### src/rtl/cdn_pkg.sv
// constants and a month table helper shared by the day number converter
`default_nettype none
package cdn_pkg;

    localparam logic [31:0] DN_MIN        = 32'd1721057;
    localparam logic [31:0] DN_MAX        = 32'd25657590;
    localparam logic [31:0] DN_GREG_START = 32'd2299160;
    localparam logic [31:0] GREG_EPOCH    = 32'd1721119;
    localparam logic [31:0] JUL_EPOCH     = 32'd1719656;
    localparam logic [16:0] SECS_DAY      = 17'd86400;
    localparam logic [16:0] SECS_HOUR     = 17'd3600;
    localparam logic [16:0] SECS_MIN      = 17'd60;
    localparam logic [31:0] GREG_BIAS     = 32'd32046;
    localparam logic [31:0] JUL_BIAS      = 32'd32084;
    localparam logic [16:0] YEAR_SHIFT    = 17'd4800;
    localparam logic [15:0] REFORM_YEAR   = 16'd1582;
    localparam logic [7:0]  REFORM_MONTH  = 8'd10;
    localparam logic [7:0]  REFORM_DAY    = 8'd15;
    localparam int          ERA_DAYS      = 146097;
    localparam int          QUAD_DAYS     = 1461;
    localparam int          CENT_DAYS     = 36524;
    localparam int          YEAR_DAYS     = 365;
    localparam logic [27:0] RECIP_25      = 28'd5243;
    localparam logic [25:0] RECIP_225     = 26'd4661;
    localparam logic [20:0] RECIP_15      = 21'd1093;

    // day offset of each month in a year that starts on 1 March
    function automatic logic [8:0] month_start(input logic [3:0] idx);
        logic [8:0] v;
        unique case (idx)
            4'd0:    v = 9'd0;
            4'd1:    v = 9'd31;
            4'd2:    v = 9'd61;
            4'd3:    v = 9'd92;
            4'd4:    v = 9'd122;
            4'd5:    v = 9'd153;
            4'd6:    v = 9'd184;
            4'd7:    v = 9'd214;
            4'd8:    v = 9'd245;
            4'd9:    v = 9'd275;
            4'd10:   v = 9'd306;
            4'd11:   v = 9'd337;
            default: v = 9'd0;
        endcase
        return v;
    endfunction

endpackage
`default_nettype wire

### src/rtl/calendar_day_number_converter.sv
// top level of the calendar date / day number converter
// Input channel: i_valid, o_stall and the payload i_op, i_time_word, i_date_word.
// A beat is taken at a rising edge where i_valid is high and o_stall is low.
// Output channel: o_valid, i_stall and o_time_result, o_date_result, o_error.
// i_op 0 turns a packed time and date into seconds and a midnight based day number,
// i_op 1 turns seconds and a day number back into packed time and date.
// Bad operands give o_error high with both results zero.
// Throughput: one beat per cycle while o_stall is low; the two constant
// dividers (by 146097 and by 1461) are three stage pipelines and every other
// step is one register stage.
// Reset (synchronous, active low) empties the pipeline and the output stage.
// When the receiver stalls, the held result stays and one more finished beat
// is caught in a skid register; o_stall then rises and the whole pipeline
// holds until the receiver takes the held beat.
`default_nettype none
module calendar_day_number_converter (
    input  wire logic        i_clk,
    input  wire logic        i_rst_n,
    input  wire logic        i_valid,
    output logic             o_stall,
    input  wire logic        i_op,
    input  wire logic [31:0] i_time_word,
    input  wire logic [31:0] i_date_word,
    output logic             o_valid,
    input  wire logic        i_stall,
    output logic [20:0]      o_time_result,
    output logic [31:0]      o_date_result,
    output logic             o_error
);
    import cdn_pkg::*;

    typedef struct packed {
        logic        op;
        logic        err;
        logic        greg;
        logic [23:0] tw;
        logic [31:0] dw;
        logic [19:0] zj;
    } t_side_a;

    typedef struct packed {
        logic        op;
        logic        err;
        logic        greg;
        logic [7:0]  era;
        logic [1:0]  cent;
        logic [4:0]  hour;
        logic [16:0] tw;
        logic [16:0] tres0;
        logic [4:0]  day;
        logic [3:0]  tidx;
        logic [16:0] y;
        logic [9:0]  q100;
        logic [7:0]  q400;
        logic [25:0] y365;
        logic        fgreg;
    } t_side_b;

    localparam int AQW = 8;
    localparam int BQW = 10;

    logic en;

    // decode at the input
    logic       in_err;
    logic [7:0] in_h, in_m, in_s, in_mon, in_day;

    always_comb begin
        in_h   = i_time_word[23:16];
        in_m   = i_time_word[15:8];
        in_s   = i_time_word[7:0];
        in_mon = i_date_word[15:8];
        in_day = i_date_word[7:0];
        if (!i_op) begin
            in_err = (in_h > 8'd23) || (in_m > 8'd59) || (in_s > 8'd59) ||
                     (in_mon < 8'd1) || (in_mon > 8'd12) ||
                     (in_day < 8'd1) || (in_day > 8'd31);
        end else begin
            in_err = (i_time_word >= 32'(SECS_DAY)) || (i_date_word < DN_MIN) ||
                     (i_date_word > DN_MAX);
        end
    end

    logic        r_s0_v;
    t_side_a     r_s0_side;
    logic [24:0] r_s0_zg;

    always_ff @(posedge i_clk) begin
        if (!i_rst_n) begin
            r_s0_v <= 1'b0;
        end else if (en) begin
            r_s0_v         <= i_valid;
            r_s0_side.op   <= i_op;
            r_s0_side.err  <= in_err;
            r_s0_side.greg <= (i_date_word >= DN_GREG_START);
            r_s0_side.tw   <= i_time_word[23:0];
            r_s0_side.dw   <= i_date_word;
            r_s0_side.zj   <= 20'(i_date_word - JUL_EPOCH);
            r_s0_zg        <= 25'(i_date_word - GREG_EPOCH);
        end
    end

    // 400 year eras
    logic              a_v;
    logic [AQW-1:0]    a_q;
    logic [17:0]       a_r;
    logic [$bits(t_side_a)-1:0] a_side_w;
    t_side_a           a_side;

    cdn_cdiv #(
        .XW (25),
        .QW (AQW),
        .D  (ERA_DAYS),
        .SW ($bits(t_side_a))
    ) u_div_era (
        .i_clk   (i_clk),
        .i_rst_n (i_rst_n),
        .i_en    (en),
        .i_valid (r_s0_v),
        .i_x     (r_s0_zg),
        .i_side  (r_s0_side),
        .o_valid (a_v),
        .o_q     (a_q),
        .o_r     (a_r),
        .o_side  (a_side_w)
    );

    assign a_side = t_side_a'(a_side_w);

    // centuries, and forward conversion products
    logic [1:0]  s4_c;
    logic [17:0] s4_doc;
    logic [7:0]  s4_mon;
    logic        s4_a;
    logic [16:0] s4_y;
    logic [7:0]  s4_tidx;
    logic [27:0] s4_p100, s4_p400;
    logic [25:0] s4_ph;
    logic [15:0] s4_year;
    logic        s4_fgreg;

    always_comb begin
        s4_c = 2'(a_r >= 18'(CENT_DAYS)) + 2'(a_r >= 18'(2*CENT_DAYS)) +
               2'(a_r >= 18'(3*CENT_DAYS));
        s4_doc  = a_r - 18'(18'(s4_c) * 18'(CENT_DAYS));
        s4_year = a_side.dw[31:16];
        s4_mon  = a_side.dw[15:8];
        s4_a    = (s4_mon <= 8'd2);
        s4_y    = 17'(s4_year) + YEAR_SHIFT - 17'(s4_a);
        s4_tidx = s4_mon + (s4_a ? 8'd12 : 8'd0) - 8'd3;
        s4_p100 = 28'(s4_y[16:2]) * RECIP_25;
        s4_p400 = 28'(s4_y[16:4]) * RECIP_25;
        s4_ph   = 26'(a_side.tw[16:4]) * RECIP_225;
        if (s4_year != REFORM_YEAR) begin
            s4_fgreg = (s4_year > REFORM_YEAR);
        end else if (s4_mon != REFORM_MONTH) begin
            s4_fgreg = (s4_mon > REFORM_MONTH);
        end else begin
            s4_fgreg = (a_side.dw[7:0] >= REFORM_DAY);
        end
    end

    logic        r_s4_v;
    logic [19:0] r_s4_x;
    t_side_b     r_s4_side;

    always_ff @(posedge i_clk) begin
        if (!i_rst_n) begin
            r_s4_v <= 1'b0;
        end else if (en) begin
            r_s4_v          <= a_v;
            r_s4_x          <= a_side.greg ? 20'(s4_doc) : a_side.zj;
            r_s4_side.op    <= a_side.op;
            r_s4_side.err   <= a_side.err;
            r_s4_side.greg  <= a_side.greg;
            r_s4_side.era   <= a_side.greg ? a_q : 8'd0;
            r_s4_side.cent  <= a_side.greg ? s4_c : 2'd0;
            r_s4_side.hour  <= s4_ph[24:20];
            r_s4_side.tw    <= a_side.tw[16:0];
            r_s4_side.tres0 <= 17'(a_side.tw[23:16]) * SECS_HOUR +
                               17'(a_side.tw[15:8]) * SECS_MIN + 17'(a_side.tw[7:0]);
            r_s4_side.day   <= a_side.dw[4:0];
            r_s4_side.tidx  <= s4_tidx[3:0];
            r_s4_side.y     <= s4_y;
            r_s4_side.q100  <= s4_p100[26:17];
            r_s4_side.q400  <= s4_p400[24:17];
            r_s4_side.y365  <= 26'(s4_y) * 26'(YEAR_DAYS);
            r_s4_side.fgreg <= s4_fgreg;
        end
    end

    // four year groups
    logic              b_v;
    logic [BQW-1:0]    b_q;
    logic [10:0]       b_r;
    logic [$bits(t_side_b)-1:0] b_side_w;
    t_side_b           b_side;

    cdn_cdiv #(
        .XW (20),
        .QW (BQW),
        .D  (QUAD_DAYS),
        .SW ($bits(t_side_b))
    ) u_div_quad (
        .i_clk   (i_clk),
        .i_rst_n (i_rst_n),
        .i_en    (en),
        .i_valid (r_s4_v),
        .i_x     (r_s4_x),
        .i_side  (r_s4_side),
        .o_valid (b_v),
        .o_q     (b_q),
        .o_r     (b_r),
        .o_side  (b_side_w)
    );

    assign b_side = t_side_b'(b_side_w);

    // year in group, day of year, forward day number
    logic [1:0]  s8_yy;
    logic [31:0] s8_sub;

    always_comb begin
        s8_yy = 2'(b_r >= 11'(YEAR_DAYS)) + 2'(b_r >= 11'(2*YEAR_DAYS)) +
                2'(b_r >= 11'(3*YEAR_DAYS));
        s8_sub = b_side.fgreg ? (32'(b_side.q100) - 32'(b_side.q400) + GREG_BIAS)
                              : JUL_BIAS;
    end

    logic        r_s8_v, r_s8_op, r_s8_err, r_s8_greg;
    logic [16:0] r_s8_yb;
    logic [8:0]  r_s8_doy;
    logic [11:0] r_s8_rem;
    logic [4:0]  r_s8_hour;
    logic [16:0] r_s8_tres0;
    logic [31:0] r_s8_fdres;

    always_ff @(posedge i_clk) begin
        if (!i_rst_n) begin
            r_s8_v <= 1'b0;
        end else if (en) begin
            r_s8_v     <= b_v;
            r_s8_op    <= b_side.op;
            r_s8_err   <= b_side.err;
            r_s8_greg  <= b_side.greg;
            r_s8_yb    <= 17'(b_side.era) * 17'd400 + 17'(b_side.cent) * 17'd100 +
                          17'(b_q) * 17'd4 + 17'(s8_yy);
            r_s8_doy   <= 9'(b_r - 11'(11'(s8_yy) * 11'(YEAR_DAYS)));
            r_s8_rem   <= 12'(b_side.tw - 17'(b_side.hour) * SECS_HOUR);
            r_s8_hour  <= b_side.hour;
            r_s8_tres0 <= b_side.tres0;
            r_s8_fdres <= 32'(b_side.day) + 32'(month_start(b_side.tidx)) +
                          32'(b_side.y365) + 32'(b_side.y[16:2]) - s8_sub;
        end
    end

    // month of the shifted year, minutes
    logic [3:0]  s9_mp;
    logic [20:0] s9_pm;

    always_comb begin
        s9_mp = 4'd0;
        for (int k = 1; k < 12; k++) begin
            s9_mp = s9_mp + 4'(r_s8_doy >= month_start(4'(k)));
        end
        s9_pm = 21'(r_s8_rem[11:2]) * RECIP_15;
    end

    logic        r_s9_v, r_s9_op, r_s9_err, r_s9_greg;
    logic [16:0] r_s9_yb;
    logic [8:0]  r_s9_doy;
    logic [3:0]  r_s9_mp;
    logic [11:0] r_s9_rem;
    logic [5:0]  r_s9_min;
    logic [4:0]  r_s9_hour;
    logic [16:0] r_s9_tres0;
    logic [31:0] r_s9_fdres;

    always_ff @(posedge i_clk) begin
        if (!i_rst_n) begin
            r_s9_v <= 1'b0;
        end else if (en) begin
            r_s9_v     <= r_s8_v;
            r_s9_op    <= r_s8_op;
            r_s9_err   <= r_s8_err;
            r_s9_greg  <= r_s8_greg;
            r_s9_yb    <= r_s8_yb;
            r_s9_doy   <= r_s8_doy;
            r_s9_mp    <= s9_mp;
            r_s9_rem   <= r_s8_rem;
            r_s9_min   <= s9_pm[19:14];
            r_s9_hour  <= r_s8_hour;
            r_s9_tres0 <= r_s8_tres0;
            r_s9_fdres <= r_s8_fdres;
        end
    end

    // final fields and result selection
    logic [4:0]  s10_d;
    logic [3:0]  s10_m;
    logic [16:0] s10_year;
    logic [5:0]  s10_sec;
    logic [20:0] s10_tres;
    logic [31:0] s10_dres;

    always_comb begin
        s10_d    = 5'(r_s9_doy - month_start(r_s9_mp) + 9'd1);
        s10_m    = (r_s9_mp < 4'd10) ? (r_s9_mp + 4'd3) : (r_s9_mp - 4'd9);
        s10_year = r_s9_yb + 17'(s10_m <= 4'd2) - (r_s9_greg ? 17'd0 : 17'd4);
        s10_sec  = 6'(r_s9_rem - 12'(12'(r_s9_min) * 12'd60));
        if (r_s9_err) begin
            s10_tres = 21'd0;
            s10_dres = 32'd0;
        end else if (!r_s9_op) begin
            s10_tres = 21'(r_s9_tres0);
            s10_dres = r_s9_fdres;
        end else begin
            s10_tres = {r_s9_hour, 2'b00, r_s9_min, 2'b00, s10_sec};
            s10_dres = {s10_year[15:0], 4'd0, s10_m, 3'd0, s10_d};
        end
    end

    logic        r_s10_v, r_s10_err;
    logic [20:0] r_s10_tres;
    logic [31:0] r_s10_dres;

    always_ff @(posedge i_clk) begin
        if (!i_rst_n) begin
            r_s10_v <= 1'b0;
        end else if (en) begin
            r_s10_v    <= r_s9_v;
            r_s10_err  <= r_s9_err;
            r_s10_tres <= s10_tres;
            r_s10_dres <= s10_dres;
        end
    end

    // output register and skid
    logic        r_out_v, r_out_err, r_skid_v, r_skid_err;
    logic [20:0] r_out_tres, r_skid_tres;
    logic [31:0] r_out_dres, r_skid_dres;

    assign en = !r_skid_v;

    always_ff @(posedge i_clk) begin
        if (!i_rst_n) begin
            r_out_v  <= 1'b0;
            r_skid_v <= 1'b0;
        end else if (r_skid_v) begin
            if (!i_stall) begin
                r_out_err  <= r_skid_err;
                r_out_tres <= r_skid_tres;
                r_out_dres <= r_skid_dres;
                r_skid_v   <= 1'b0;
            end
        end else if (!r_out_v || !i_stall) begin
            r_out_v    <= r_s10_v;
            r_out_err  <= r_s10_err;
            r_out_tres <= r_s10_tres;
            r_out_dres <= r_s10_dres;
        end else if (r_s10_v) begin
            r_skid_v    <= 1'b1;
            r_skid_err  <= r_s10_err;
            r_skid_tres <= r_s10_tres;
            r_skid_dres <= r_s10_dres;
        end
    end

    assign o_stall       = r_skid_v;
    assign o_valid       = r_out_v;
    assign o_error       = r_out_err;
    assign o_time_result = r_out_tres;
    assign o_date_result = r_out_dres;

    a_err_zero: assert property (@(posedge i_clk) disable iff (!i_rst_n)
        o_valid && o_error |-> o_time_result == 21'd0 && o_date_result == 32'd0)
        else $error("error beat carries non-zero results");

    a_skid_needs_out: assert property (@(posedge i_clk) disable iff (!i_rst_n)
        r_skid_v |-> r_out_v)
        else $error("skid holds a beat while the output is empty");

    a_skid_drain: assert property (@(posedge i_clk) disable iff (!i_rst_n)
        r_skid_v && !i_stall |=> r_out_v && !r_skid_v)
        else $error("skid beat not moved to the output");

endmodule
`default_nettype wire

### src/rtl/cdn_cdiv.sv
// three stage divider by a constant with a sideband carried alongside
`default_nettype none
module cdn_cdiv #(
    parameter int XW = 20,
    parameter int QW = 10,
    parameter int D  = 1461,
    parameter int SW = 8
) (
    input  wire logic                   i_clk,
    input  wire logic                   i_rst_n,
    input  wire logic                   i_en,
    input  wire logic                   i_valid,
    input  wire logic [XW-1:0]          i_x,
    input  wire logic [SW-1:0]          i_side,
    output logic                        o_valid,
    output logic [QW-1:0]               o_q,
    output logic [$clog2(D)-1:0]        o_r,
    output logic [SW-1:0]               o_side
);
    localparam int RW = $clog2(D);
    localparam logic [XW:0] RECIP = (XW+1)'((64'd1 << XW) / D);

    logic [2*XW-1:0] w_prod;
    logic [XW-1:0]   w_qd;
    logic [XW-1:0]   w_rem;

    logic            r_s1_v, r_s2_v, r_s3_v;
    logic [XW-1:0]   r_s1_x;
    logic [QW-1:0]   r_s1_q, r_s2_q, r_s3_q;
    logic [RW:0]     r_s2_r;
    logic [RW-1:0]   r_s3_r;
    logic [SW-1:0]   r_s1_side, r_s2_side, r_s3_side;

    assign w_prod = (2*XW)'(i_x) * (2*XW)'(RECIP);
    assign w_qd   = XW'((2*XW)'(r_s1_q) * (2*XW)'(D));
    assign w_rem  = r_s1_x - w_qd;

    always_ff @(posedge i_clk) begin
        if (!i_rst_n) begin
            r_s1_v <= 1'b0;
            r_s2_v <= 1'b0;
            r_s3_v <= 1'b0;
        end else if (i_en) begin
            r_s1_v    <= i_valid;
            r_s1_x    <= i_x;
            r_s1_q    <= QW'(w_prod >> XW);
            r_s1_side <= i_side;
            r_s2_v    <= r_s1_v;
            r_s2_q    <= r_s1_q;
            r_s2_r    <= (RW+1)'(w_rem);
            r_s2_side <= r_s1_side;
            r_s3_v    <= r_s2_v;
            r_s3_side <= r_s2_side;
            if (r_s2_r >= (RW+1)'(D)) begin
                r_s3_q <= r_s2_q + QW'(1);
                r_s3_r <= RW'(r_s2_r - (RW+1)'(D));
            end else begin
                r_s3_q <= r_s2_q;
                r_s3_r <= RW'(r_s2_r);
            end
        end
    end

    assign o_valid = r_s3_v;
    assign o_q     = r_s3_q;
    assign o_r     = r_s3_r;
    assign o_side  = r_s3_side;
endmodule
`default_nettype wire
### config.mk
export PLATFORM = sky130hd
export DESIGN_NAME = calendar_day_number_converter
export DESIGN_NICKNAME = d
export VERILOG_FILES = /design/src/rtl/cdn_pkg.sv /design/src/rtl/calendar_day_number_converter.sv /design/src/rtl/cdn_cdiv.sv
export SDC_FILE = /design/constraint.sdc
export NUM_CORES = 2
export LEC_CHECK = 0
export ABC_AREA = 1
export BUFFER_PORTS_ARGS = -buffer_cell sky130_fd_sc_hd__buf_2
export CAP_MARGIN = 5
export CORE_MARGIN = 1
export CORE_UTILIZATION = 30
export DETAILED_ROUTE_END_ITERATION = 6
export PLACE_DENSITY = 0.49
export SLEW_MARGIN = 40
export SYNTH_ARGS = -nofsm -noshare
export SYNTH_HDL_FRONTEND = slang
export SYNTH_SLANG_ARGS = --single-unit
export TNS_END_PERCENT = 20
### constraint.sdc
create_clock -name i_clk -period 41.2 [get_ports i_clk]
set_input_delay 8.24 -clock i_clk [delete_from_list [all_inputs] [get_ports i_clk]]
set_output_delay 8.24 -clock i_clk [all_outputs]
set_load 0.02 [all_outputs]
==> results.yml <==
setup_path:
  worst_r2r_endpoint: "r_s4_side[44]"
  start_of_the_worst_register_to_register_path: "u_div_era.o_side[28]"
  cp.required_ps: 41600
  timing.critical_path.to_type: "flip-flop"
  worstPathMaxFanout: 84
  worst-endpoint-arrival_ps: 12420
  start_kind: "input port"
  setup.worst_path.class: "input port to flip-flop"
  timing.reg2reg.worst_path_depth: 31
  ff2ff_setup_slack_ps: 33450
synthesis:
  netlist_instances: 7191
  syn_area_um2: 80100
  synth_seq_cells: 1323
  edff_count_synth: 1296
  synth.yosys.seq_area_share_pct: 49.3
  postSynth.asyncResetShare_pct: 0
  post_synth_top_flop: "edfxtp_1"
  synth_nets: 8593
  post_synth.cell_area_avg_um2: 11.1
  yosys_warnings: 0
  number_of_library_cell_types_mapped_by_synthesis: 60
detailed_routing:
  drcViolationCount: 31
  final_antenna_net_count: 0
  detail_route.vias_per_cell: 4.37
  drt_first_iter_violations: 2901
  routed_wire_length_per_instance_um: 14.9
  route.final.wire_length_um: 166000
  route.vias.total: 48400
  iteration_count_of_the_initial_detailed_routing_pass: 7
clock_tree:
  tritoncts: "built"
  clock_insertion_delay_worst_skew_ps: 780
  clock-root-buffer: "clkbuf_16"
  cts_hold_buffers_added: 0
  cts_max_level: 4
  cts.repair_timing.setup_buffer_count: 0
  post_cts_resize_count: 0
  num_cts_buffers: 142
  cts_num_sinks: 1323
  clk_pin_slew_worst_paths_ps: 60
  ctsLongestPathBuffers: 3
floorplan:
  num_rows: 189
  ioPinCount: 125
  die_h_um: 519
  fp.coreArea_um2: 265000
  start_util_pct: 30.2
  die_area_um2: 269000
  die_x_um: 519
global_routing:
  antenna_found_initial: 6
  grt_first_pass_wirelength_um: 267000
  track_usage_pct: 12.4
  grt_start_max_net_pins: 163
  first_global_vias: 49400
  global_route.overflow_total: 0
finish:
  multiInputGateArea_um2: 35500
  nets: 8840
  fillCellCount: 26500
  layout-area-overhead-vs-synth_pct: 12.3
  most-common-layout-cells: "1315 x inv_1, 1296 x edfxtp_1, 1253 x nand2_1"
  layout-drive-gt1-share_pct: 5.57
  ff_latch_area_um2: 39500
  layout_commonest_cell: "inv_1"
sta:
  hold_violations: 0
  rsz0062_at_grt: "no"
  min_setup_slack_post_route_ps: 29190
  setup_viol: 0
  worst-slew-pin-transition_ps: 764
  finalCriticalPeriod_ps: 12010
  slew_headroom_pct: 49.1
  timing.clock.skew_ps: 39.8
  fin_setup_tns_ps: 0
  post-route-period-util_pct: 29.2
  upper_clock_frequency_limit_ghz: 0.0832
  slew_viol_final: 0
hold_path:
  hp-class: "flip-flop to flip-flop"
  timing.hold.worst_path_depth: 0
  hold_wc_startpoint: "r_s4_side[26]"
  holdPathEnd: "u_div_quad.r_s1_side[26]"
place:
  place.port_buffers: 124
  globalplace.congestion: 0.870
  place.detailed.hpwl_um: 132000
  post-place-ws_ps: 27620
outcome:
  result_of_the_run: "complete, but fails checks"
  violations_in_the_final_reports: "DRC"
flow_run:
  max_cap_viol_count: 0
how the worst max path moves through the flow:
stage	startpoint	to	slack (ps)	cells past startpoint
2_1_floorplan	i_rst_n	r_skid_dres[0]	11030	5
3_3_place_gp	i_rst_n	u_div_era.r_s2_side[32]	27160	9
3_5_place_dp	i_rst_n	u_div_era.r_s2_side[34]	27620	9
4_1_cts	i_rst_n	u_div_era.r_s1_side[37]	28490	9
5_1_grt	i_rst_n	u_div_era.r_s1_side[37]	28850	10
6_report	i_rst_n	u_div_era.r_s2_side[34]	29190	10
cells in the mapped netlist, types with 8 or more instances:
cell type	instances	area, um2
xor2_1	181	1590
inv_1	1315	4940
nand3_1	252	1260
clkbuf_1	29	109
o21bai_1	25	188
a21boi_0	19	143
nand2_1	1253	4700
xnor2_1	71	622
dfxtp_1	27	541
o21ai_1	12	60.1
o21ai_0	244	1220
a31oi_1	19	119
a21oi_1	321	1610
or2_2	23	144
o211ai_1	14	105
a211oi_1	9	67.6
a21o_1	29	218
inv_2	8	30.0
ha_1	888	11100
buf_2	14	70.1
nand4_1	74	463
nor2_1	432	1620
a22o_1	11	96.3
edfxtp_1	1296	38900
fa_1	445	8910
nor4_1	26	163
nor3_1	64	320
nand3b_1	16	120
metrics by stage:
step           hold slack (ps)  instance area [um2]  cells  utilization (%)
6_report                   393                89900  11100             33.9
5_1_grt                    401                89900  11100             33.9
4_1_cts                    383                89800  11100             33.9
3_5_place_dp               405                85200  10800             32.1
3_3_place_gp               401                85100  10800             32.1
2_1_floorplan              400                80100   7191                -
per-layer routing:
layer / GRT usage (%) / share of wire, % / vias to the layer above
met5: 0 / 0 / -
met4: 2.86 / 1.7 / 0
met3: 1.57 / 2.9 / 182
met2: 20.1 / 46 / 599
met1: 17.5 / 50 / 23100
li1: - / - / 24500
worst max-delay path: stages:
cell and delay, ps:
buf_2 200, inv_1 130, nor2_4 120, buf_12 290, buf_4 620, buf_6 350, buf_16 320, buf_6 530
buf_6 670, buf_4 720
final cells by class:
class                   instances  area share, %
diodes                          2        0.00557
inverters                    1324           5.53
clock buffers                 181           4.25
multi-input cells            4494           39.4
repair buffers                153           1.09
clock inverters                77          0.875
flip-flops and latches       1323           43.9
well taps                    3533           4.92
cell families (layout without fill, tap and decap cells):
logic type,after synthesis,count (layout),share of synthesized area [%]
and+or+nand+nor,2163,2163,11.2
buffers and inverters,1374,1735,6.50
adders and majority gates,1333,1333,25.0
DFF,1323,1323,49.3
AOI/OAI and AO/OA,744,744,5.21
xor gates and xnor gates,254,254,2.80
other,0,2,0
sequential cells by signal (all words and copies together), names as in the netlist, 25 cells and up, named ones only:
| signal | cells |
|---|---|
| u_div_quad.o_side | 114 |
| u_div_era.r_s2_side | 76 |
| u_div_quad.r_s2_side | 114 |
| r_s4_side | 114 |
| r_s10_dres | 32 |
| o_date_result | 32 |
| u_div_quad.r_s1_side | 114 |
| r_s0_side | 76 |
| r_s0_zg | 25 |
| u_div_era.o_side | 76 |
| r_s9_fdres | 32 |
| u_div_era.r_s1_side | 76 |
| r_s8_fdres | 32 |
| r_skid_dres | 32 |
Power is not shown: default switching activity piles up to over one toggle a cycle in this logic, so the estimate is an artifact.
